$ cat config.mk
export PLATFORM = sky130hd
export DESIGN_NAME = frame_timer_pool
export DESIGN_NICKNAME = d
export VERILOG_FILES = /design/src/ftp_pkg.sv /design/src/ftp_expiry_unit.sv /design/src/ftp_slot_store.sv /design/src/ftp_free_stack.sv /design/src/frame_timer_pool.sv
export VERILOG_INCLUDE_DIRS = /design/src /design/src/src
export SDC_FILE = /design/constraint.sdc
export NUM_CORES = 2
export LEC_CHECK = 0
export BUFFER_PORTS_ARGS = -buffer_cell sky130_fd_sc_hd__clkbuf_2
export CORE_MARGIN = 8
export CORE_UTILIZATION = 42
export CTS_BUF_LIST = sky130_fd_sc_hd__clkbuf_2
export CTS_CLUSTER_SIZE = 25
export DETAILED_ROUTE_END_ITERATION = 8
export GPL_ROUTABILITY_DRIVEN = 0
export GPL_TIMING_DRIVEN = 1
export SLEW_MARGIN = 10
export SYNTH_ARGS = -nofsm -noshare
export SYNTH_HDL_FRONTEND = slang
export SYNTH_SLANG_ARGS = --single-unit
$ cat constraint.sdc
create_clock -name clock -period 15.08 [get_ports clock]
set_input_delay 1.508 -clock clock [delete_from_list [all_inputs] [get_ports clock]]
set_output_delay 1.508 -clock clock [all_outputs]
set_load 0.01 [all_outputs]
$ cat src/frame_timer_pool_defines.svh
// Assertion helpers for the timer pool.
`ifndef FRAME_TIMER_POOL_DEFINES_SVH
`define FRAME_TIMER_POOL_DEFINES_SVH

// Consequent checked in the same cycle as the antecedent.
`define FTP_ASSERT_SAME(label, clk, rst, ante, cons) \
   label: assert property (@(posedge clk) disable iff (rst) (ante) |-> (cons)) \
      else $error("frame_timer_pool: same-cycle check failed");

// Consequent checked in the cycle after the antecedent.
`define FTP_ASSERT_NEXT(label, clk, rst, ante, cons) \
   label: assert property (@(posedge clk) disable iff (rst) (ante) |=> (cons)) \
      else $error("frame_timer_pool: next-cycle check failed");

`endif

$ cat src/ftp_pkg.sv
package ftp_pkg;

   localparam logic [2:0] OP_CREATE  = 3'd0;
   localparam logic [2:0] OP_START   = 3'd1;
   localparam logic [2:0] OP_REMOVE  = 3'd2;
   localparam logic [2:0] OP_ADVANCE = 3'd3;
   localparam logic [2:0] OP_TICK    = 3'd4;

   localparam logic [2:0] KIND_CREATE = 3'd0;
   localparam logic [2:0] KIND_START  = 3'd1;
   localparam logic [2:0] KIND_REMOVE = 3'd2;
   localparam logic [2:0] KIND_EXPIRY = 3'd3;
   localparam logic [2:0] KIND_DONE   = 3'd4;

   localparam logic [1:0] TYPE_ONCE   = 2'd0;
   localparam logic [1:0] TYPE_LOOP   = 2'd1;
   localparam logic [1:0] TYPE_REPEAT = 2'd2;

   localparam logic STATUS_OK  = 1'b0;
   localparam logic STATUS_ERR = 1'b1;

   typedef struct packed {
      logic [1:0]  kind;
      logic        notify;
      logic [30:0] duration;
   } slot_cfg_type;

   typedef struct packed {
      logic cfg_we;
      logic start_we;
   } slot_wr_type;

   typedef struct packed {
      logic push;
      logic pop;
   } stack_ctl_type;

endpackage

$ cat src/ftp_expiry_unit.sv
// Shared compare: signed elapsed frames against the slot duration.
module ftp_expiry_unit (
   input  logic [31:0] frame_value,
   input  logic [31:0] start_stamp,
   input  logic [30:0] duration,
   output logic        expired
);

   logic [31:0] elapsed;

   assign elapsed = frame_value - start_stamp;
   // negative elapsed never expires
   assign expired = !elapsed[31] && (elapsed[30:0] > duration);

endmodule

$ cat src/ftp_slot_store.sv
module ftp_slot_store #(
   parameter int NUM_SLOTS = 16,
   localparam int IW = (NUM_SLOTS > 1) ? $clog2(NUM_SLOTS) : 1
) (
   input  logic                 clock,
   input  ftp_pkg::slot_wr_type wr,
   input  logic [IW-1:0]        cfg_addr,
   input  ftp_pkg::slot_cfg_type cfg_data,
   input  logic [IW-1:0]        start_addr,
   input  logic [31:0]          start_data,
   input  logic [IW-1:0]        rd_addr,
   output ftp_pkg::slot_cfg_type rd_cfg,
   output logic [31:0]          rd_start
);

   ftp_pkg::slot_cfg_type cfg_mem_ff [NUM_SLOTS];
   logic [31:0]           start_mem_ff [NUM_SLOTS];
   ftp_pkg::slot_cfg_type rd_cfg_ff;
   logic [31:0]           rd_start_ff;

   always_ff @(posedge clock) begin
      if (wr.cfg_we) begin
         cfg_mem_ff[cfg_addr] <= cfg_data;
      end
      if (wr.start_we) begin
         start_mem_ff[start_addr] <= start_data;
      end
      rd_cfg_ff   <= cfg_mem_ff[rd_addr];
      rd_start_ff <= start_mem_ff[rd_addr];
   end

   assign rd_cfg   = rd_cfg_ff;
   assign rd_start = rd_start_ff;

endmodule

$ cat src/ftp_free_stack.sv
// LIFO of freed slot numbers; top of stack is registered and comes out in the cycle after the count settles.
module ftp_free_stack #(
   parameter int NUM_SLOTS = 16,
   localparam int IW = (NUM_SLOTS > 1) ? $clog2(NUM_SLOTS) : 1,
   localparam int CW = $clog2(NUM_SLOTS + 1)
) (
   input  logic                   clock,
   input  logic                   reset,
   input  ftp_pkg::stack_ctl_type ctl,
   input  logic [IW-1:0]          push_data,
   output logic [CW-1:0]          count,
   output logic [IW-1:0]          top
);

   logic [IW-1:0] stack_mem_ff [NUM_SLOTS];
   logic [CW-1:0] count_ff;
   logic [CW-1:0] count_in;
   logic [IW-1:0] top_ff;
   logic [IW-1:0] rd_addr;

   always_comb begin
      count_in = count_ff;
      if (ctl.push) begin
         count_in = count_ff + CW'(1);
      end else if (ctl.pop) begin
         count_in = count_ff - CW'(1);
      end
      rd_addr = (count_ff == '0) ? '0 : IW'(count_ff - CW'(1));
   end

   always_ff @(posedge clock) begin
      if (reset) begin
         count_ff <= '0;
      end else begin
         count_ff <= count_in;
      end
   end

   always_ff @(posedge clock) begin
      if (ctl.push) begin
         stack_mem_ff[count_ff[IW-1:0]] <= push_data;
      end
      top_ff <= stack_mem_ff[rd_addr];
   end

   assign count = count_ff;
   assign top   = top_ff;

endmodule

$ cat src/frame_timer_pool.sv
// Pool of frame-driven timer slots. Pulse start while busy is low to hand in one
// command; each result appears for exactly one cycle with rsp_valid high and cannot
// be held off, so the receiver must take it then. Start, remove, advance and unknown
// opcodes pass through S_EXEC before the next command can be accepted, create passes
// through S_CRD (for the free-stack read) and S_CWR, and tick through S_TICK and
// S_DONE: the slot memory has one read port, so the tick walks the used slots one
// per cycle, then sends done. Expiry events of a tick come in slot order with
// rsp_last low; the final result of every command has rsp_last high. rsp_frame_now
// shows the frame counter after the command. No clearing pass is needed after reset.
`include "frame_timer_pool_defines.svh"

module frame_timer_pool #(
   parameter int NUM_SLOTS = 16
) (
   input  logic        clock,
   input  logic        reset,
   input  logic        start,
   output logic        busy,
   input  logic [2:0]  req_opcode,
   input  logic [3:0]  req_slot,
   input  logic [1:0]  req_timer_type,
   input  logic [30:0] req_duration,
   input  logic        req_notify,
   input  logic [31:0] req_frame_value,
   output logic        rsp_valid,
   output logic [2:0]  rsp_kind,
   output logic [3:0]  rsp_slot_out,
   output logic        rsp_status,
   output logic [31:0] rsp_frame_now,
   output logic        rsp_last
);

   localparam int IW = (NUM_SLOTS > 1) ? $clog2(NUM_SLOTS) : 1;
   localparam int CW = $clog2(NUM_SLOTS + 1);
   localparam logic [CW-1:0] NUM_CNT = CW'(NUM_SLOTS);

   localparam logic [2:0] S_IDLE = 3'd0;
   localparam logic [2:0] S_EXEC = 3'd1;
   localparam logic [2:0] S_CRD  = 3'd2;
   localparam logic [2:0] S_CWR  = 3'd3;
   localparam logic [2:0] S_TICK = 3'd4;
   localparam logic [2:0] S_DONE = 3'd5;

   logic [2:0]  state_ff, state_in;
   logic [2:0]  op_ff, op_in;
   logic [3:0]  slot_ff, slot_in;
   logic [1:0]  type_ff, type_in;
   logic [30:0] dur_ff, dur_in;
   logic        notify_ff, notify_in;
   logic [31:0] fv_ff, fv_in;

   logic [CW-1:0]        used_cnt_ff, used_cnt_in;
   logic [31:0]          frame_cnt_ff, frame_cnt_in;
   logic [NUM_SLOTS-1:0] enabled_ff, enabled_in;
   logic [NUM_SLOTS-1:0] running_ff, running_in;
   logic [CW-1:0]        rd_ff, rd_in;
   logic                 ev_vld_ff, ev_vld_in;
   logic [IW-1:0]        ev_idx_ff, ev_idx_in;

   logic        rsp_valid_ff, rsp_valid_in;
   logic [2:0]  rsp_kind_ff, rsp_kind_in;
   logic [3:0]  rsp_slot_ff, rsp_slot_in;
   logic        rsp_status_ff, rsp_status_in;
   logic [31:0] rsp_frame_ff, rsp_frame_in;
   logic        rsp_last_ff, rsp_last_in;

   logic                   accept;
   logic                   s_in_range;
   logic [IW-1:0]          idx_s;
   logic [IW-1:0]          pick;
   logic                   expired;
   ftp_pkg::slot_wr_type   slot_wr;
   ftp_pkg::slot_cfg_type  cfg_wdata;
   ftp_pkg::slot_cfg_type  rd_cfg;
   logic [IW-1:0]          start_addr;
   logic [31:0]            start_wdata;
   logic [IW-1:0]          rd_addr;
   logic [31:0]            rd_start;
   ftp_pkg::stack_ctl_type stack_ctl;
   logic [IW-1:0]          push_data;
   logic [CW-1:0]          free_cnt;
   logic [IW-1:0]          free_top;

   ftp_slot_store #(.NUM_SLOTS(NUM_SLOTS)) u_store (
      .clock      (clock),
      .wr         (slot_wr),
      .cfg_addr   (pick),
      .cfg_data   (cfg_wdata),
      .start_addr (start_addr),
      .start_data (start_wdata),
      .rd_addr    (rd_addr),
      .rd_cfg     (rd_cfg),
      .rd_start   (rd_start)
   );

   ftp_free_stack #(.NUM_SLOTS(NUM_SLOTS)) u_stack (
      .clock     (clock),
      .reset     (reset),
      .ctl       (stack_ctl),
      .push_data (push_data),
      .count     (free_cnt),
      .top       (free_top)
   );

   ftp_expiry_unit u_expiry (
      .frame_value (fv_ff),
      .start_stamp (rd_start),
      .duration    (rd_cfg.duration),
      .expired     (expired)
   );

   assign busy       = (state_ff != S_IDLE);
   assign accept     = start && !busy;
   assign s_in_range = (32'(slot_ff) < 32'(NUM_SLOTS));
   assign idx_s      = IW'(slot_ff);
   assign rd_addr    = (rd_ff < used_cnt_ff) ? rd_ff[IW-1:0] : '0;

   assign cfg_wdata.kind     = type_ff;
   assign cfg_wdata.notify   = notify_ff;
   assign cfg_wdata.duration = dur_ff;

   always_comb begin
      state_in     = state_ff;
      op_in        = op_ff;
      slot_in      = slot_ff;
      type_in      = type_ff;
      dur_in       = dur_ff;
      notify_in    = notify_ff;
      fv_in        = fv_ff;
      used_cnt_in  = used_cnt_ff;
      frame_cnt_in = frame_cnt_ff;
      enabled_in   = enabled_ff;
      running_in   = running_ff;
      rd_in        = rd_ff;
      ev_vld_in    = ev_vld_ff;
      ev_idx_in    = ev_idx_ff;

      rsp_valid_in  = 1'b0;
      rsp_kind_in   = rsp_kind_ff;
      rsp_slot_in   = rsp_slot_ff;
      rsp_status_in = rsp_status_ff;
      rsp_last_in   = rsp_last_ff;

      pick           = '0;
      slot_wr        = '0;
      start_addr     = idx_s;
      start_wdata    = frame_cnt_ff;
      stack_ctl      = '0;
      push_data      = idx_s;

      unique case (state_ff)
         S_IDLE: begin
            if (accept) begin
               op_in     = req_opcode;
               slot_in   = req_slot;
               type_in   = req_timer_type;
               dur_in    = req_duration;
               notify_in = req_notify;
               fv_in     = req_frame_value;
               rd_in     = '0;
               ev_vld_in = 1'b0;
               unique case (req_opcode)
                  ftp_pkg::OP_CREATE: state_in = S_CRD;
                  ftp_pkg::OP_TICK:   state_in = S_TICK;
                  default:            state_in = S_EXEC;
               endcase
            end
         end

         S_EXEC: begin
            rsp_valid_in  = 1'b1;
            rsp_slot_in   = slot_ff;
            rsp_status_in = ftp_pkg::STATUS_OK;
            rsp_last_in   = 1'b1;
            state_in      = S_IDLE;
            unique case (op_ff)
               ftp_pkg::OP_START: begin
                  rsp_kind_in = ftp_pkg::KIND_START;
                  if (s_in_range && enabled_ff[idx_s]) begin
                     running_in[idx_s] = 1'b1;
                     slot_wr.start_we  = 1'b1;
                  end else begin
                     rsp_status_in = ftp_pkg::STATUS_ERR;
                  end
               end
               ftp_pkg::OP_REMOVE: begin
                  rsp_kind_in = ftp_pkg::KIND_REMOVE;
                  if (s_in_range && (32'(slot_ff) < 32'(used_cnt_ff)) && enabled_ff[idx_s]) begin
                     enabled_in[idx_s] = 1'b0;
                     running_in[idx_s] = 1'b0;
                     stack_ctl.push    = (free_cnt < NUM_CNT);
                  end else begin
                     rsp_status_in = ftp_pkg::STATUS_ERR;
                  end
               end
               ftp_pkg::OP_ADVANCE: begin
                  rsp_kind_in  = ftp_pkg::KIND_DONE;
                  rsp_slot_in  = '0;
                  frame_cnt_in = frame_cnt_ff + 32'd1;
               end
               default: begin
                  rsp_kind_in   = ftp_pkg::KIND_DONE;
                  rsp_slot_in   = '0;
                  rsp_status_in = ftp_pkg::STATUS_ERR;
               end
            endcase
         end

         S_CRD: begin
            // free stack top is being read this cycle
            state_in = S_CWR;
         end

         S_CWR: begin
            rsp_valid_in  = 1'b1;
            rsp_kind_in   = ftp_pkg::KIND_CREATE;
            rsp_last_in   = 1'b1;
            rsp_status_in = ftp_pkg::STATUS_OK;
            state_in      = S_IDLE;
            if (free_cnt != '0) begin
               pick          = free_top;
               stack_ctl.pop = 1'b1;
            end else if (used_cnt_ff < NUM_CNT) begin
               pick        = used_cnt_ff[IW-1:0];
               used_cnt_in = used_cnt_ff + CW'(1);
            end else begin
               rsp_status_in = ftp_pkg::STATUS_ERR;
            end
            rsp_slot_in = 4'(pick);
            if (rsp_status_in == ftp_pkg::STATUS_OK) begin
               slot_wr.cfg_we   = 1'b1;
               enabled_in[pick] = 1'b1;
               running_in[pick] = 1'b0;
            end
         end

         S_TICK: begin
            // evaluate the slot read last cycle while the next one is read
            if (ev_vld_ff && enabled_ff[ev_idx_ff] && running_ff[ev_idx_ff] && expired) begin
               if (rd_cfg.notify) begin
                  rsp_valid_in  = 1'b1;
                  rsp_kind_in   = ftp_pkg::KIND_EXPIRY;
                  rsp_slot_in   = 4'(ev_idx_ff);
                  rsp_status_in = ftp_pkg::STATUS_OK;
                  rsp_last_in   = 1'b0;
               end
               case (rd_cfg.kind)
                  ftp_pkg::TYPE_ONCE: begin
                     enabled_in[ev_idx_ff] = 1'b0;
                     running_in[ev_idx_ff] = 1'b0;
                     push_data             = ev_idx_ff;
                     stack_ctl.push        = (free_cnt < NUM_CNT);
                  end
                  ftp_pkg::TYPE_LOOP: begin
                     slot_wr.start_we = 1'b1;
                     start_addr       = ev_idx_ff;
                     start_wdata      = fv_ff;
                  end
                  ftp_pkg::TYPE_REPEAT: begin
                     running_in[ev_idx_ff] = 1'b0;
                  end
                  default: begin
                  end
               endcase
            end
            if (rd_ff < used_cnt_ff) begin
               ev_vld_in = 1'b1;
               ev_idx_in = rd_ff[IW-1:0];
               rd_in     = rd_ff + CW'(1);
            end else begin
               ev_vld_in = 1'b0;
               state_in  = S_DONE;
            end
         end

         S_DONE: begin
            rsp_valid_in  = 1'b1;
            rsp_kind_in   = ftp_pkg::KIND_DONE;
            rsp_slot_in   = '0;
            rsp_status_in = ftp_pkg::STATUS_OK;
            rsp_last_in   = 1'b1;
            state_in      = S_IDLE;
         end

         default: begin
            state_in = S_IDLE;
         end
      endcase

      rsp_frame_in = frame_cnt_in;
   end

   always_ff @(posedge clock) begin
      if (reset) begin
         state_ff     <= S_IDLE;
         used_cnt_ff  <= '0;
         frame_cnt_ff <= '0;
         enabled_ff   <= '0;
         running_ff   <= '0;
         rd_ff        <= '0;
         ev_vld_ff    <= 1'b0;
         rsp_valid_ff <= 1'b0;
      end else begin
         state_ff     <= state_in;
         used_cnt_ff  <= used_cnt_in;
         frame_cnt_ff <= frame_cnt_in;
         enabled_ff   <= enabled_in;
         running_ff   <= running_in;
         rd_ff        <= rd_in;
         ev_vld_ff    <= ev_vld_in;
         rsp_valid_ff <= rsp_valid_in;
      end
   end

   always_ff @(posedge clock) begin
      op_ff         <= op_in;
      slot_ff       <= slot_in;
      type_ff       <= type_in;
      dur_ff        <= dur_in;
      notify_ff     <= notify_in;
      fv_ff         <= fv_in;
      ev_idx_ff     <= ev_idx_in;
      rsp_kind_ff   <= rsp_kind_in;
      rsp_slot_ff   <= rsp_slot_in;
      rsp_status_ff <= rsp_status_in;
      rsp_frame_ff  <= rsp_frame_in;
      rsp_last_ff   <= rsp_last_in;
   end

   assign rsp_valid     = rsp_valid_ff;
   assign rsp_kind      = rsp_kind_ff;
   assign rsp_slot_out  = rsp_slot_ff;
   assign rsp_status    = rsp_status_ff;
   assign rsp_frame_now = rsp_frame_ff;
   assign rsp_last      = rsp_last_ff;

   `FTP_ASSERT_SAME(a_free_le_used, clock, reset, 1'b1, free_cnt <= used_cnt_ff)
   `FTP_ASSERT_SAME(a_expiry_not_last, clock, reset, rsp_valid_ff && rsp_kind_ff == ftp_pkg::KIND_EXPIRY, !rsp_last_ff)
   `FTP_ASSERT_SAME(a_last_beat_idle, clock, reset, rsp_valid_ff && rsp_last_ff, state_ff == S_IDLE)
   `FTP_ASSERT_NEXT(a_create_ack, clock, reset, state_ff == S_CWR, rsp_valid_ff && rsp_kind_ff == ftp_pkg::KIND_CREATE)

endmodule
==> results.toml <==
[synth]
ys_types = 78
yosysMostFrequentCell = "edfxtp_1"
synth_edf_count = 1206
synth_area_sq_um = 57100
synth-seq-cells = 1392
netlist_instances = 3646
synth_ff_type = "edfxtp_1"
yosysSeqAreaShare = 0.700
async_flop_share = 0
netlist_top_cells_area = "edfxtp_1 (63%), dfxtp_1 (6.5%), mux4_2 (5.6%), mux2i_1 (3.5%), mux2_2 (3.3%)"
ys_warn_count = 0
yosysTopAreaCell = "edfxtp_1"
synth_top_area_frac = 0.634
syn-num-nets = 3800
synth.cells.most_frequent = "edfxtp_1 (1,206), nor2_1 (232), mux2i_1 (202)"
synth.avg_cell_area_sq_um = 15.7

[final_layout]
multi_input_area_sq_um = 16300
syn2layout_area_growth_pct = 12.1
ff_latch_area_sq_um = 39900
fin_nets = 4226
nFillCells = 11900
drive_gt1_frac = 0.264
stdcell_area_sq_um = 64000
final_core_util = 0.473

[job]
drv_cap = 0

[timing]
rsz0062_at_grt = "no"
fmax_mhz = 140
setup_tns_ps = 0
clock_skew_ps = 211
layout_setup_ws_ps = 7920
hold_viol = 0
setup_viol = 0
relSlewSlack = 0.228
period_share = 0.475
tightestPinTransition_ps = 1150
slew_violations = 0
period_needed_ps = 7160

[min_path]
hold_class = "primary input to flip-flop"
holdPathStages = 3

[routing]
ant_nets = 0
wire_per_inst_microns = 24.1
first_iter_violations = 2800
first_pass_iters = 7
drt_wl_total_microns = 148000
remaining_drc_errors = 0
vias = 33900
drt-vias-per-instance = 5.52

[clock_network]
clockBufferDepth = 4
cts-resized-gates = 0
clk_pin_slew_ps = 100
cts.htree.levels = 5
clk_latency_ps = 1720
cts_made_buffers = 364
clock-root-buffer = "clkbuf_2"
clock-sinks = 1392
tritoncts = "built"
post_cts_buffers = 0
cts_hold_buf = 74

[pwr]
ir_worst_vdd_mv = 0.0842
powerDensity_nw_per_um2 = 110
leakagePower_nw = 20.9

[setup_path]
path_cells = "ha_1 -> a21o_1 -> or3_4 -> o211a_4 -> o2111ai_4 -> a21boi_0 -> o31ai_1 -> a21oi_1 -> a211oi_1 -> xnor2_1 -> ha_1 -> nand2_1 -> o21ai_0 -> a21oi_1 -> o311ai_1 -> nor2_1 -> or4_1 -> nor3_4 -> buf_4 -> nand3b_1 -> o22ai_4 -> buf_4"
setup.worst_path.end_class = "flip-flop"
arrival_ps = 8300
crit_cells = 22
path_class = "flip-flop to flip-flop"
cp_top_family = "compound AO/OA/AOI/OAI gates"
crit_required_ps = 16230
cpPeakStageDelay_ps = 740
r2r_cells = 22
cp_num_buf_inv = 2
worst_path_max_delay_cell = "or4_1"
cp-start-kind = "flip-flop"
crit_fanout = 41

[global_route]
grt_antenna_before_repair = 5
busiest_layer = "met2"
met1_usage = 0.274
grt_max_degree = 188
grt_pass1_vias = 34200
globalRouteMet2Util = 0.310
grt_pass1_wl_microns = 219000
grtUsageMet3 = 0.0436
grt_overflow = 0
track_usage = 0.197

[place]
numPortBuffers = 118
pre_cts_slack_ps = 8010
placed_area_sq_um = 60000
hpwl_microns = 84300

[floorplanning]
dieArea_sq_um = 148000
start_util = 0.422
die_h_microns = 385
row_count = 135
core_area_sq_um = 135000
die_x_microns = 385
ios = 119

[outcome]
outcome = "completed"
layout by cell type (no fill, tap or decap), types with 17 or more instances in the layout:
cell type / synthesis / final
edfxtp_1: 1206 / 1206
clkbuf_2: 0 / 664
nor2_1: 232 / 219
mux2i_1: 202 / 202
dfxtp_1: 186 / 184
mux2_2: 166 / 166
a21oi_1: 149 / 149
mux4_2: 143 / 143
o21ai_0: 143 / 142
nand2_1: 118 / 115
nand3_1: 110 / 110
a31oi_1: 101 / 101
a211oi_1: 90 / 90
inv_1: 91 / 89
ha_1: 77 / 77
dlygate4sd3_1: 0 / 74
buf_4: 3 / 70
clkinv_1: 1 / 67
xnor2_1: 46 / 46
and2_1: 36 / 36
nor2b_1: 32 / 32
a21o_1: 28 / 28
nor3_1: 28 / 24
xor2_1: 23 / 23
nand4_1: 20 / 20
or3_1: 18 / 18
clkinv_2: 0 / 17
worst register-to-register path, cell delays in order (launching register included):
cell and delay, ps:
edfxtp_1 420, ha_1 370, a21o_1 230, or3_4 340, o211a_4 260, o2111ai_4 250
a21boi_0 190, o31ai_1 350, a21oi_1 170, a211oi_1 340, xnor2_1 110, ha_1 300
nand2_1 70, o21ai_0 180, a21oi_1 90, o311ai_1 120, nor2_1 110, or4_1 740
nor3_4 230, buf_4 550, nand3b_1 460, o22ai_4 210, buf_4 600
routing by layer:
metal / up-vias / share of wire
met5: - / 0.000088
met4: 2 / 0.023
met3: 246 / 0.064
met2: 1222 / 0.47
met1: 17100 / 0.45
li1: 15300 / -
worst paths after layout:
check	from	to	slack, ps
max	fv_ff[4]	u_store.start_mem_ff[10][26]	7920
min	reset	u_stack.count[1]	380
max reg2reg	fv_ff[4]	u_store.start_mem_ff[10][26]	7920
min reg2reg	flip-flop	flip-flop	530
registers in the layout, indices dropped and copies added (netlist names), 16 cells and up, named ones only:
signal / count
u_store.cfg_mem_ff: 544
u_store.start_mem_ff: 512
u_stack.stack_mem_ff: 64
u_store.rd_cfg: 34
frame_cnt_ff: 32
fv_ff: 32
rsp_frame_now: 32
u_store.rd_start: 32
dur_ff: 31
enabled_ff: 16
layout make-up:
| class | count | share of cell area |
|---|---|---|
| well taps | 1781 | 0.0348 |
| flip-flops and latches | 1392 | 0.624 |
| repair buffers | 265 | 0.0300 |
| diodes | 5 | 0.000196 |
| multi-input cells | 1956 | 0.255 |
| clock buffers | 546 | 0.0427 |
| clock inverters | 93 | 0.00751 |
| inverters | 93 | 0.00550 |
through the flow:
step           hold slack, ps  power [mW]  cells
6_report                  377        7.03   6131
5_1_grt                   195        7.35   6131
4_1_cts                   100        7.13   6126
3_5_place_dp              511        4.58   5413
3_3_place_gp              506        4.57   5413
2_1_floorplan             431        4.46   3646
power by group:
part	internal (mW)	switching [mW]
clock network	1.03	1.50
registers	4.19	0.0488
logic	0.0989	0.169
total	5.31	1.72
kinds of logic after synthesis:
group	share of synthesized area
adder cells (fa/ha/maj)	0.0172
XOR/XNOR	0.0106
AO/OA/AOI/OAI	0.0695
multiplexers	0.125
AND/OR/NAND/NOR	0.0576
buffers and inverters	0.0208
flip-flops	0.700
Note: power is estimated with default switching activity, not from simulation.
